==> config.mk <==
export PLATFORM = sky130hd
export DESIGN_NAME = gab_cell
export DESIGN_NICKNAME = d
export VERILOG_FILES = /design/src/rtl/gab_pkg.sv /design/src/rtl/gab_cell.sv
export SDC_FILE = /design/constraint.sdc
export NUM_CORES = 1
export LEC_CHECK = 0
export BUFFER_PORTS_ARGS = -buffer_cell sky130_fd_sc_hd__buf_2
export CAP_MARGIN = 30
export CORE_ASPECT_RATIO = 0.8
export CORE_MARGIN = 10
export CORE_UTILIZATION = 35
export CTS_CLUSTER_SIZE = 25
export DETAILED_ROUTE_END_ITERATION = 12
export GPL_TIMING_DRIVEN = 0
export SYNTH_ARGS = -nofsm -noshare
export SYNTH_HDL_FRONTEND = slang
export SYNTH_SLANG_ARGS = --single-unit
==> constraint.sdc <==
create_clock -name clock -period 2.8 [get_ports clock]
set_input_delay 0.28 -clock clock [delete_from_list [all_inputs] [get_ports clock]]
set_output_delay 0.28 -clock clock [all_outputs]
set_load 0.01 [all_outputs]
==> src/rtl/gab_pkg.sv <==
// ----------------------------------------------------------------------------
// gab_pkg
// Shared types and codes for the fixed-point matrix multiply block.
// ----------------------------------------------------------------------------
package gab_pkg;

   localparam int COL_W = 6;

   localparam logic [2:0] MODE_WR_A   = 3'd0;
   localparam logic [2:0] MODE_WR_B   = 3'd1;
   localparam logic [2:0] MODE_WR_C   = 3'd2;
   localparam logic [2:0] MODE_RUN    = 3'd3;
   localparam logic [2:0] MODE_RD_C   = 3'd4;

   localparam logic [2:0] REG_ROWS_M  = 3'd0;
   localparam logic [2:0] REG_COLS_N  = 3'd1;
   localparam logic [2:0] REG_INNER_K = 3'd2;
   localparam logic [2:0] REG_ALPHA   = 3'd3;
   localparam logic [2:0] REG_BETA    = 3'd4;
   localparam logic [2:0] REG_A_TRANS = 3'd5;
   localparam logic [2:0] REG_B_TRANS = 3'd6;

   localparam logic KIND_DONE = 1'b0;
   localparam logic KIND_READ = 1'b1;

   typedef struct packed {
      logic               valid;
      logic [COL_W-1:0]   col;
      logic signed [63:0] prod;
   } tok_type;

   typedef enum logic [3:0] {
      S_IDLE,
      S_RD,
      S_FEED,
      S_DRAIN,
      S_P0,
      S_P1,
      S_P2,
      S_P3,
      S_P4,
      S_DONE
   } state_type;

   typedef struct packed {
      logic feed;
      logic drain;
      logic shift;
      logic c_wr;
   } ctl_type;

endpackage

==> src/rtl/gab_cell.sv <==
// ----------------------------------------------------------------------------
// gab_cell
// Accumulator cell: sums products tagged with its column, forwards tokens,
// and shifts its sum toward the chain head on request.
// ----------------------------------------------------------------------------
module gab_cell
   import gab_pkg::*;
#(
   parameter int INDEX = 0,
   parameter int ACC_W = 69
) (
   input  logic                    clock,
   input  logic                    reset,
   input  tok_type                 tok_in,
   output tok_type                 tok_out,
   input  logic                    shift_en,
   input  logic signed [ACC_W-1:0] acc_in,
   output logic signed [ACC_W-1:0] acc_out
);

   tok_type                 tok_ff;
   logic signed [ACC_W-1:0] acc_ff;
   logic                    hit;

   assign hit     = tok_in.valid && (tok_in.col == COL_W'(INDEX));
   assign tok_out = tok_ff;
   assign acc_out = acc_ff;

   always_ff @(posedge clock) begin
      if (reset) begin
         tok_ff.valid <= 1'b0;
         acc_ff       <= '0;
      end else begin
         tok_ff.valid <= tok_in.valid;
         if (shift_en) begin
            acc_ff <= acc_in;
         end else if (hit) begin
            acc_ff <= acc_ff + ACC_W'(tok_in.prod);
         end
      end
      tok_ff.col  <= tok_in.col;
      tok_ff.prod <= tok_in.prod;
   end

endmodule

Word level (Yosys, flattened, before mapping)
Cells that the tools add are included.
{"block": "classes", "n_mux": 2, "n_addsub": 1, "n_reduce_logical": 3}
{"cell": "69-bit two-way mux", "n": 2}
{"cell": "69-bit by 64-bit adder with 69-bit output", "n": 1}
{"cell": "6-bit zero test", "n": 1}
{"cell": "2-bit nonzero test", "n": 1}
{"cell": "1-bit logical AND", "n": 1}
{"block": "totals", "output_inout_bits": 140, "word_cells": 10, "regBits": 140}

Longest topological paths before layout
Gate-level depths: netlist of the first run.
{"block": "depth", "depth_word": 4, "ltp_mapped": 12, "mapped_depth_nobuf": 12}

Worst setup path before layout of the first run
No wires, ideal clock.
{"block": "synth_timing", "kind": "register -> register", "start": "register acc_ff[0] (netlist: acc_out[0])", "end": "register acc_ff[60] (netlist: acc_out[60])", "setup_slack_ns": -0.218, "setup_ns": 0.112, "path_stages_with_launch": 13, "t_arrival_ns": 2.906, "synth_period_minus_slack_ns": 3.018, "cell_sequence": "dfxtp_1 > ha_1 > fa_1 > a21o_1 > a41oi_1 > a21oi_2 > nor3b_2 > o21ai_1 > a41o_1 > a21oi_1 > o21ai_1 > xnor2_1 > a2111oi_1"}
{"block": "synth_between", "elab_chain_cells": 3}
{"element": "start, declared", "line": "gab_cell.sv:22", "text": "logic signed [ACC_W-1:0] acc_ff;"}
{"element": "start signal, assigned", "line": "gab_cell.sv:36", "text": "acc_ff <= acc_in;"}
{"element": "start signal, assigned", "line": "gab_cell.sv:38", "text": "acc_ff <= acc_ff + ACC_W'(tok_in.prod);"}
{"element": "69-bit by 64-bit adder with 69-bit output", "line": "gab_cell.sv:38"}
{"element": "69-bit two-way mux", "line": "gab_cell.sv:37", "text": "end else if (hit) begin"}
{"element": "69-bit two-way mux", "line": "gab_cell.sv:35", "text": "if (shift_en) begin"}
Every way passes these cells. The select of a mux whose other input is x is not followed.
A chain may end at the register's enable or synchronous reset.

Worst setup path after layout of the first run
{"block": "layout_timing", "start": "register acc_ff[29] (netlist: acc_out[29])", "end": "register acc_ff[65] (netlist: acc_out[65])"}
The elaborated chain is that of the path after synthesis.

==> results of run 1 <==
timing repair:
action                                 CTS  global route
pin swaps                               61            55
endpoints found under the hold margin   60             1
hold buffers                            60             1
gates cloned                             0             0
resized for setup                      113           138
buffers inserted                        43            29
setup endpoints to repair               41            57
worst register-to-register path: cells and delay by family, from the launching register on:
kind,cells,cell delay (ns)
adders and majority gates,1,0.25
xor gates and xnor gates,1,0.21
buffers and inverters,4,0.58
DFF,1,0.34
and+or+nand+nor,1,0.22
AOI/OAI and AO/OA,5,1.30
cells by family (layout without fill, tap and decap cells):
family	count (synthesis)	after routing	synth area share, %
DFF	140	140	31.69
other	0	3	0
xor gates and xnor gates	53	53	5.248
muxes	9	9	1.089
adders and majority gates	69	69	9.846
AOI/OAI and AO/OA	427	427	30.57
and+or+nand+nor	329	329	17.32
buffers and inverters	94	529	4.244
report_power, final:
| part | leakage (nW) | internal (mW) | switching (mW) |
|---|---|---|---|
| Clock | 0.268 | 1.34 | 1.00 |
| Combinational | 4.68 | 0.857 | 1.16 |
| Sequential | 1.17 | 2.11 | 0.0704 |
| Total | 6.12 | 4.31 | 2.23 |
area by class of cell:
class                   instances  area, sq um  share of cell area (%)
plain buffers                  61        295.3                   2.191
clock buffers                  19        442.9                   3.287
diodes                          3        7.507                 0.05571
flip-flops and latches        140         2821                   20.94
repair buffers                412         2601                   19.30
well taps                     318        397.9                   2.952
clock inverters                13        141.4                   1.049
multi-input cells             887         6679                   49.56
inverters                      24        90.09                  0.6685
cells in the final DEF (no fill, tap or decap), drive strengths merged, types with 4 or more instances in the layout:
cell         netlist  layout
a21o              43      43
a221oi             4       4
a211oi            12      12
dfxtp            140     140
inv               24      27
o31ai              5       5
nand2b             5       5
nand4             27      27
o21bai            14      14
xnor2             29      29
nor2b              4       4
nand3             17      17
a21oi            167     167
nor3              25      25
and2               7       7
a311oi             6       6
xor2              24      24
buf               16     366
dlygate4sd3        0      61
clkinvlp           0       6
o22ai              8       8
nand2            119     119
a2111oi            5       5
clkbuf            54      65
and3              25      25
mux2i              7       7
or3                4       4
a31oi             13      13
nor2              83      83
o21a               9       9
o211ai            11      11
o21ai             89      89
o211a             15      15
ha                68      68
routing by layer:
layer | wire length (um) | share of wire [%] | global-route usage, % | up-vias
met2 | 17940 | 42 | 37.10 | 484
met4 | 895 | 2.1 | 7.534 | 10
met3 | 4142 | 9.8 | 8.364 | 54
li1 | - | - | - | 4967
met1 | 19340 | 46 | 34.07 | 5017
met5 | 69 | 0.16 | 0 | -
final timing paths:
check                   start           to  slack (ns)  depth (start not counted)
setup / recovery  acc_out[29]  acc_out[65]       -0.21                         12
hold / removal      tok_in[5]   tok_out[5]       0.009                          1
setup reg to reg  acc_out[29]  acc_out[65]       -0.21                         12
hold reg to reg   acc_out[16]  acc_out[16]        0.51                          2
flip-flops by register name, indices dropped and copies added, names as in the netlist:
| signal | count |
|---|---|
| acc_out | 69 |
| tok_out | 71 |
==> impl_metrics.json, run 1 <==
{
  "grt_pass1_vias": 10350,
  "path_max_fanout": 3,
  "synth_nets": 1333,
  "rows": 51,
  "tightest_slew_ns": 1.071,
  "fill_cells": 2344,
  "post-route-drc-count": 0,
  "worst_ep_required_time_ns": 3.14,
  "wirelength_um": 42390,
  "areaGrowthSynthToFinish_pct": 52.37,
  "finalCriticalPeriod_ns": 3.007,
  "outcome": "finished with violations",
  "finalCritPeriodShare_pct": 107.4,
  "yosys.cell_count.top_type": "a21oi_1",
  "ant_nets": 0,
  "cts_root_buf": "clkbuf_16",
  "crit_chain": "ha_4 > buf_6 > nand4_1 > buf_4 > buf_4 > buf_4 > o31ai_4 > a22oi_2 > o221ai_2 > a41oi_2 > xor2_1 > a2111oi_2",
  "syn_inst": 1121,
  "critical_path.most_common_cell": "buf_4",
  "fin_nets": 1755,
  "skew_ns": 0.01996,
  "final_max_slew_viol_count": 0,
  "clock-sinks": 140,
  "drtIter0Drc": 853,
  "hp-class": "primary input to flop",
  "maxCapViolations": 0,
  "p_leak_nw": 6.123,
  "io_pins": 283,
  "synth_warnings": 0,
  "synth-edff-count": 0,
  "grt_pass1_wl_um": 62610,
  "cp-start-kind": "flop",
  "setup_tns_ns": -3.219,
  "ys.flop_type": "dfxtp_1",
  "final-setup-viol-count": 34,
  "power_density_nw_per_um2": 485.1,
  "initial_core_util_pct": 35.91,
  "cp-end-kind": "flop",
  "dr.pass1.iters": 5,
  "post-place-cells": 1720,
  "yosys.area.top_type": "dfxtp_1",
  "clkSlewWorstSetupHoldPaths_ns": 0.07,
  "ys_ff_latch": 140,
  "overflow": 0,
  "synth_common_cells": "a21oi_1, dfxtp_1, nand2_1",
  "die-height_um": 162.2,
  "syn_area_sq_um": 8845,
  "dpl_cell_area_sq_um": 10690,
  "grt_max_degree": 17,
  "numCtsBuffers": 17,
  "cts_tree": "yes",
  "fmaxAchievable_ghz": 0.3326,
  "hold_viol": 0,
  "place_congestion": 0.9646,
  "clock_latency_ns": 0.45,
  "irDropWorstVdd_mv": 0.4159,
  "violations": "setup timing",
  "die_x_um": 197.7,
  "hold_slack_ns": 0.009208,
  "vias": 10530,
  "rsz0062_at_grt": "yes",
  "netlist.area_leader.share_pct": 31.69,
  "antenna_found_initial": 8,
  "coreArea_sq_um": 24630,
  "globalRouteTotalUtil_pct": 25.23,
  "syn_area_per_cell_sq_um": 7.890,
  "async_reset_ff_share_pct": 0,
  "slowest_delay_ns": 0.34,
  "ys_seq_area_share_pct": 31.69,
  "clockBufferDepth": 2,
  "crit_arrival_ns": 3.35,
  "finalPower_mw": 6.538,
  "htreeDepth": 4,
  "synth_cell_type_count": 72,
  "critPathTopFamily": "compound AO/OA/AOI/OAI gates",
  "die_area_sq_um": 32070,
  "final_util_pct": 54.71,
  "dp.final_hpwl_um": 31940,
  "fin_ws_ns": -0.2070,
  "max-slew-margin-rel_pct": 28.60,
  "final_cells": 1877,
  "critical_path_buf_inv_count": 4,
  "preCtsSetupSlack_ns": -0.6694,
  "via_per_inst": 5.611,
  "portBuffers": 280,
  "layout-drive-gt1-share_pct": 36.25,
  "wl_per_cell_um": 22.59,
  "path_class": "flop to flop",
  "cp_slowest_cell": "dfxtp_2",
  "ys_top_cells_by_area": "dfxtp_1, ha_1, a21oi_1",
  "design_area_sq_um": 13480
}
(Power assumes the default switching activity.)
==> inputs of run 2 (changes only) <==
Settings changed: CTS_BUF_LIST set to sky130_fd_sc_hd__clkbuf_16, PLACE_DENSITY set to 0.7, SLEW_MARGIN set to 10.
==> run 2 against run 1 <==
  * The run still ends with setup timing left
  * Flip-flop and latch count unchanged
  * Register-to-register slack worse by 0.03 ns
  * First-iteration DRC count down 1.5%
  * Non-clock buffer count down 10
  * Power decreased by 2.4%
  * Worst setup slack got worse by 0.027 ns
  * Final area is 1.6% lower
==> impl_metrics.json, run 2 (synthesized netlist as in run 1, its figures left out) <==
{
  "dpl_cell_area_sq_um": 10690,
  "r2r-end": "acc_out[60]",
  "final-setup-viol-count": 31,
  "finalPower_mw": 6.380,
  "clockBufferDepth": 2,
  "areaGrowthSynthToFinish_pct": 49.87,
  "finalCritPeriodShare_pct": 108.3,
  "dp.final_hpwl_um": 31560,
  "power_density_nw_per_um2": 481.3,
  "slowest_delay_ns": 0.34,
  "design_area_sq_um": 13260,
  "wl_per_cell_um": 22.25,
  "hold_end": "tok_out[7]",
  "rsz0062_at_grt": "yes",
  "cp-start-kind": "flop",
  "critPathTopFamily": "compound AO/OA/AOI/OAI gates",
  "overflow": 0,
  "clock-sinks": 140,
  "worst_ep_required_time_ns": 3.14,
  "vias": 10550,
  "crit_arrival_ns": 3.37,
  "finalCriticalPeriod_ns": 3.034,
  "portBuffers": 280,
  "irDropWorstVdd_mv": 0.4172,
  "tightest_slew_ns": 0.9318,
  "via_per_inst": 5.640,
  "cts_root_buf": "clkbuf_16",
  "rows": 51,
  "pwr-share-comb_pct": 31.0,
  "final_cells": 1870,
  "path_max_fanout": 5,
  "final_util_pct": 53.81,
  "outcome": "finished with violations",
  "antenna_found_initial": 9,
  "final_max_slew_viol_count": 0,
  "power.internal_mw": 4.111,
  "initial_core_util_pct": 35.91,
  "multi_input_area_sq_um": 6586,
  "pwr-share-seq_pct": 34.3,
  "cp-end-kind": "flop",
  "largest_reg_flops": 71,
  "die-height_um": 162.2,
  "cp_slowest_cell": "fa_2",
  "globalRouteTotalUtil_pct": 24.94,
  "final_cell_mix": "buf_2, a21oi_1, dfxtp_1",
  "grt_pass1_wl_um": 61700,
  "clock_latency_ns": 0.45,
  "clkSlewWorstSetupHoldPaths_ns": 0.07,
  "dr.pass1.iters": 5,
  "wirelength_um": 41600,
  "critical_path_buf_inv_count": 0,
  "place_congestion": 0.9500,
  "setup_tns_ns": -3.129,
  "grt_pass1_vias": 10400,
  "seqCellArea_sq_um": 2825,
  "reg2reg_slack_ns": -0.23,
  "p_leak_nw": 6.018,
  "sw_frac_of_total_pct": 35.55,
  "path_class": "flop to flop",
  "post-place-cells": 1719,
  "fin_ws_ns": -0.2336,
  "ant_nets": 0,
  "critical_path.most_common_cell": "a21oi_4",
  "violations": "setup timing",
  "coreArea_sq_um": 24630,
  "drtIter0Drc": 840,
  "grt_max_degree": 17,
  "skew_ns": 0.01327,
  "fin_nets": 1745,
  "post-route-drc-count": 0,
  "hp-class": "primary input to flop",
  "preCtsSetupSlack_ns": -0.6951,
  "fill_cells": 2332,
  "maxCapViolations": 0,
  "fmaxAchievable_ghz": 0.3296,
  "crit_chain": "ha_4 > fa_2 > a21o_1 > a41oi_2 > a21oi_4 > nor3b_4 > o21ai_4 > a41o_4 > a21oi_4 > o21ai_1 > xnor2_1 > a2111oi_1",
  "hold_viol": 0,
  "die_x_um": 197.7,
  "p_switching_mw": 2.268,
  "numCtsBuffers": 17,
  "final_common_cell": "buf_2",
  "whs_path_depth": 1,
  "die_area_sq_um": 32070,
  "max-slew-margin-rel_pct": 37.88,
  "worstHoldStart": "tok_in[7]",
  "rr_worst_depth": 12,
  "clockPowerShare_pct": 34.8,
  "hold_slack_ns": 0.01201,
  "r2r-start": "acc_out[0]",
  "htreeDepth": 4,
  "cts_tree": "yes",
  "io_pins": 283,
  "layout-drive-gt1-share_pct": 34.54
}
run 2: cell types whose count changed in the layout (fill, tap and decap cells not counted), sizes merged:
cell / previous run / this run
buf: 366 / 347
inv: 27 / 32
dlygate4sd3: 61 / 65
clkbuf: 65 / 68
diode: 3 / 6
bufinv: 2 / 0
clkinvlp: 6 / 4
clkinv: 2 / 3
run 2: worst max path at each step:
stage	start	to	slack (ns)	depth (start not counted)
after global placement	tok_in[0]	acc_out[60]	-0.72	13
final	acc_out[0]	acc_out[60]	-0.23	12
after floorplan	acc_out[0]	acc_out[60]	-0.01	12
after global routing	acc_out[0]	acc_out[46]	-0.31	12
after detailed placement	tok_in[0]	acc_out[60]	-0.70	13
after CTS	acc_out[0]	acc_out[60]	-0.17	12
run 2: area by class of cell:
| type | instances | area share (%) |
|---|---|---|
| Sequential cell | 140 | 21.31 |
| Timing Repair Buffer | 400 | 18.86 |
| Buffer | 63 | 2.152 |
| Clock inverter | 15 | 0.9817 |
| Multi-Input combinational cell | 887 | 49.69 |
| Antenna cell | 6 | 0.1133 |
| Inverter | 24 | 0.6796 |
| Clock buffer | 17 | 3.209 |
| Tap cell | 318 | 3.002 |
run 2: what timing repair did:
action	in CTS	in global routing
pin swaps	46	50
endpoints found under the hold margin	65	0
gates resized for setup	126	92
buffers inserted	33	23
hold buffers	65	0
endpoints found under the setup margin	42	41
gates cloned	0	0
run 2: power groups by stage:
stage | Combinational (mW) | Sequential (mW) | Clock (mW)
floorplan | 0.921 | 2.27 | 0
global placement | 1.54 | 2.22 | 0
detailed placement | 1.54 | 2.22 | 0
CTS | 1.79 | 2.18 | 2.24
global route | 2.15 | 2.20 | 2.32
finish | 1.98 | 2.19 | 2.22
run 2: routing by layer:
| metal | track usage [%] | part of all wire, % |
|---|---|---|
| met1 | 33.52 | 45 |
| met5 | 0 | 0.084 |
| met2 | 38.41 | 44 |
| met4 | 5.371 | 1.1 |
| met3 | 7.476 | 9.7 |
==> inputs of run 3 (changes only) <==
==> constraint.sdc (replaced) <==
create_clock -name clock -period 2.8 [get_ports clock]
set_input_delay 0.14 -clock clock [delete_from_list [all_inputs] [get_ports clock]]
set_output_delay 0.14 -clock clock [all_outputs]
set_load 0.01 [all_outputs]
==> run 3 against run 2 <==
  * The run still ends with setup timing left
  * Sequential share of layout area decreased by 1.0 points
  * Critical path depth increased by 2
  * Power increased by 1.4%
  * Flip-flop and latch count unchanged
  * Register-to-register slack improved by 0.03 ns
  * Worst setup slack improved by 0.029 ns
  * Sequential power about the same
  * Routed wire length increased by 1.8%
  * Highest routed layer unchanged
==> impl_metrics.json, run 3 (synthesized netlist as in run 1, its figures left out) <==
{
  "final_max_slew_viol_count": 0,
  "slowest_delay_ns": 0.34,
  "final_cell_mix": "buf_2, a21oi_1, dlygate4sd3_1",
  "path_max_fanout": 4,
  "crit_arrival_ns": 3.29,
  "layout-drive-gt1-share_pct": 33.58,
  "grt_pass1_wl_um": 63420,
  "cp-end-kind": "flop",
  "cp_slowest_cell": "fa_2",
  "fin_ws_ns": -0.2041,
  "crit_chain": "ha_4 > fa_2 > a21o_1 > a41oi_2 > a21oi_4 > o21ai_4 > a21boi_4 > o211ai_4 > buf_6 > a21oi_4 > a21oi_4 > buf_6 > mux2i_1 > o32ai_1",
  "fmaxAchievable_ghz": 0.3329,
  "dr.pass1.iters": 5,
  "htreeDepth": 4,
  "numCtsBuffers": 17,
  "finalCritPeriodShare_pct": 107.3,
  "skew_ns": 0.01603,
  "hp-class": "primary input to flop",
  "fill_cells": 2200,
  "max-slew-margin-rel_pct": 22.98,
  "hold_viol": 0,
  "finalCriticalPeriod_ns": 3.004,
  "critical_path.most_common_cell": "a21oi_4",
  "grt_pass1_vias": 10740,
  "vias": 10820,
  "outcome": "finished with violations",
  "globalRouteTotalUtil_pct": 25.46,
  "rsz0062_at_grt": "yes",
  "rows": 51,
  "dp.final_hpwl_um": 31560,
  "overflow": 0,
  "cts_tree": "yes",
  "maxCapViolations": 0,
  "fin_nets": 1810,
  "io_pins": 283,
  "irDropWorstVdd_mv": 0.4118,
  "place_congestion": 0.9500,
  "path_class": "flop to flop",
  "grt_max_degree": 17,
  "clockBufferDepth": 2,
  "portBuffers": 280,
  "p_leak_nw": 6.318,
  "areaGrowthSynthToFinish_pct": 57.46,
  "die-height_um": 162.2,
  "ant_nets": 0,
  "initial_core_util_pct": 35.91,
  "cp-start-kind": "flop",
  "largest_reg_flops": 71,
  "antenna_found_initial": 3,
  "preCtsSetupSlack_ns": -0.6054,
  "final_common_cell": "buf_2",
  "final_util_pct": 56.54,
  "clock-sinks": 140,
  "die_x_um": 197.7,
  "clock_latency_ns": 0.45,
  "tightest_slew_ns": 1.151,
  "wirelength_um": 42360,
  "die_area_sq_um": 32070,
  "drtIter0Drc": 896,
  "post-route-drc-count": 0,
  "worst_ep_required_time_ns": 3.08,
  "wl_per_cell_um": 21.95,
  "power_density_nw_per_um2": 464.6,
  "finalPower_mw": 6.470,
  "coreArea_sq_um": 24630,
  "cts_root_buf": "clkbuf_16",
  "via_per_inst": 5.608,
  "final-setup-viol-count": 27,
  "violations": "setup timing",
  "clkSlewWorstSetupHoldPaths_ns": 0.07
}
run 3: final cells by class:
| cell class | instances | area [sq um] | area share (%) |
|---|---|---|---|
| multi-input combinational | 887 | 6609 | 47.45 |
| timing repair buffer | 467 | 3166 | 22.73 |
| sequential | 140 | 2825 | 20.29 |
| clock buffer | 17 | 425.4 | 3.055 |
| tap | 318 | 397.9 | 2.857 |
| buffer | 61 | 281.5 | 2.021 |
| clock inverter | 15 | 130.1 | 0.9343 |
| inverter | 24 | 90.09 | 0.6468 |
| antenna | 1 | 2.502 | 0.01797 |
run 3: per-layer routing:
layer / track usage, % / share of wire, %
met1: 34.37 / 46
met2: 39.38 / 44
met3: 7.208 / 9.1
met4: 5.406 / 1.2
met5: 0 / 0.052
run 3: final timing paths:
kind                                  start     endpoint  slack, ns  cells after the start
worst min register to register  acc_out[38]  acc_out[38]       0.52                      2
worst min-delay path             acc_in[66]  acc_out[66]       0.01                      3
worst max-delay path             acc_out[0]  acc_out[54]      -0.20                     14
worst max register to register   acc_out[0]  acc_out[54]      -0.20                     14
run 3: power by group:
| part | internal (mW) | switching, mW | leakage, nW |
|---|---|---|---|
| clock network | 1.16 | 1.06 | 0.263 |
| registers | 2.11 | 0.0759 | 1.18 |
| logic | 0.901 | 1.16 | 4.88 |
run 3: critical path: cells and delay by family, from the launching register on:
kind / cells / cell delay (ns)
AOI/OAI and AO/OA: 9 / 1.55
adders and majority gates: 2 / 0.50
DFF: 1 / 0.33
buffers and inverters: 2 / 0.28
muxes: 1 / 0.18
run 3: metrics by stage:
stage                     cell area, sq um  hold slack [ns]  cells  setup TNS (ns)
after floorplan                       8887           0.1677   1121        -0.01179
after global placement               10690           0.2578   1719          -10.18
after detailed placement             10690           0.2580   1719          -10.36
after CTS                            13340         0.004884   1907          -1.652
after global routing                 13920          0.01916   1929          -5.841
final                                13930          0.01145   1930          -2.446
run 3: repair_timing:
item,CTS,global route
endpoints found under the setup margin,42,42
resized for setup,126,99
endpoints found under the hold margin,127,0
buffers inserted,33,29
hold buffers,127,0
pin swaps,46,66
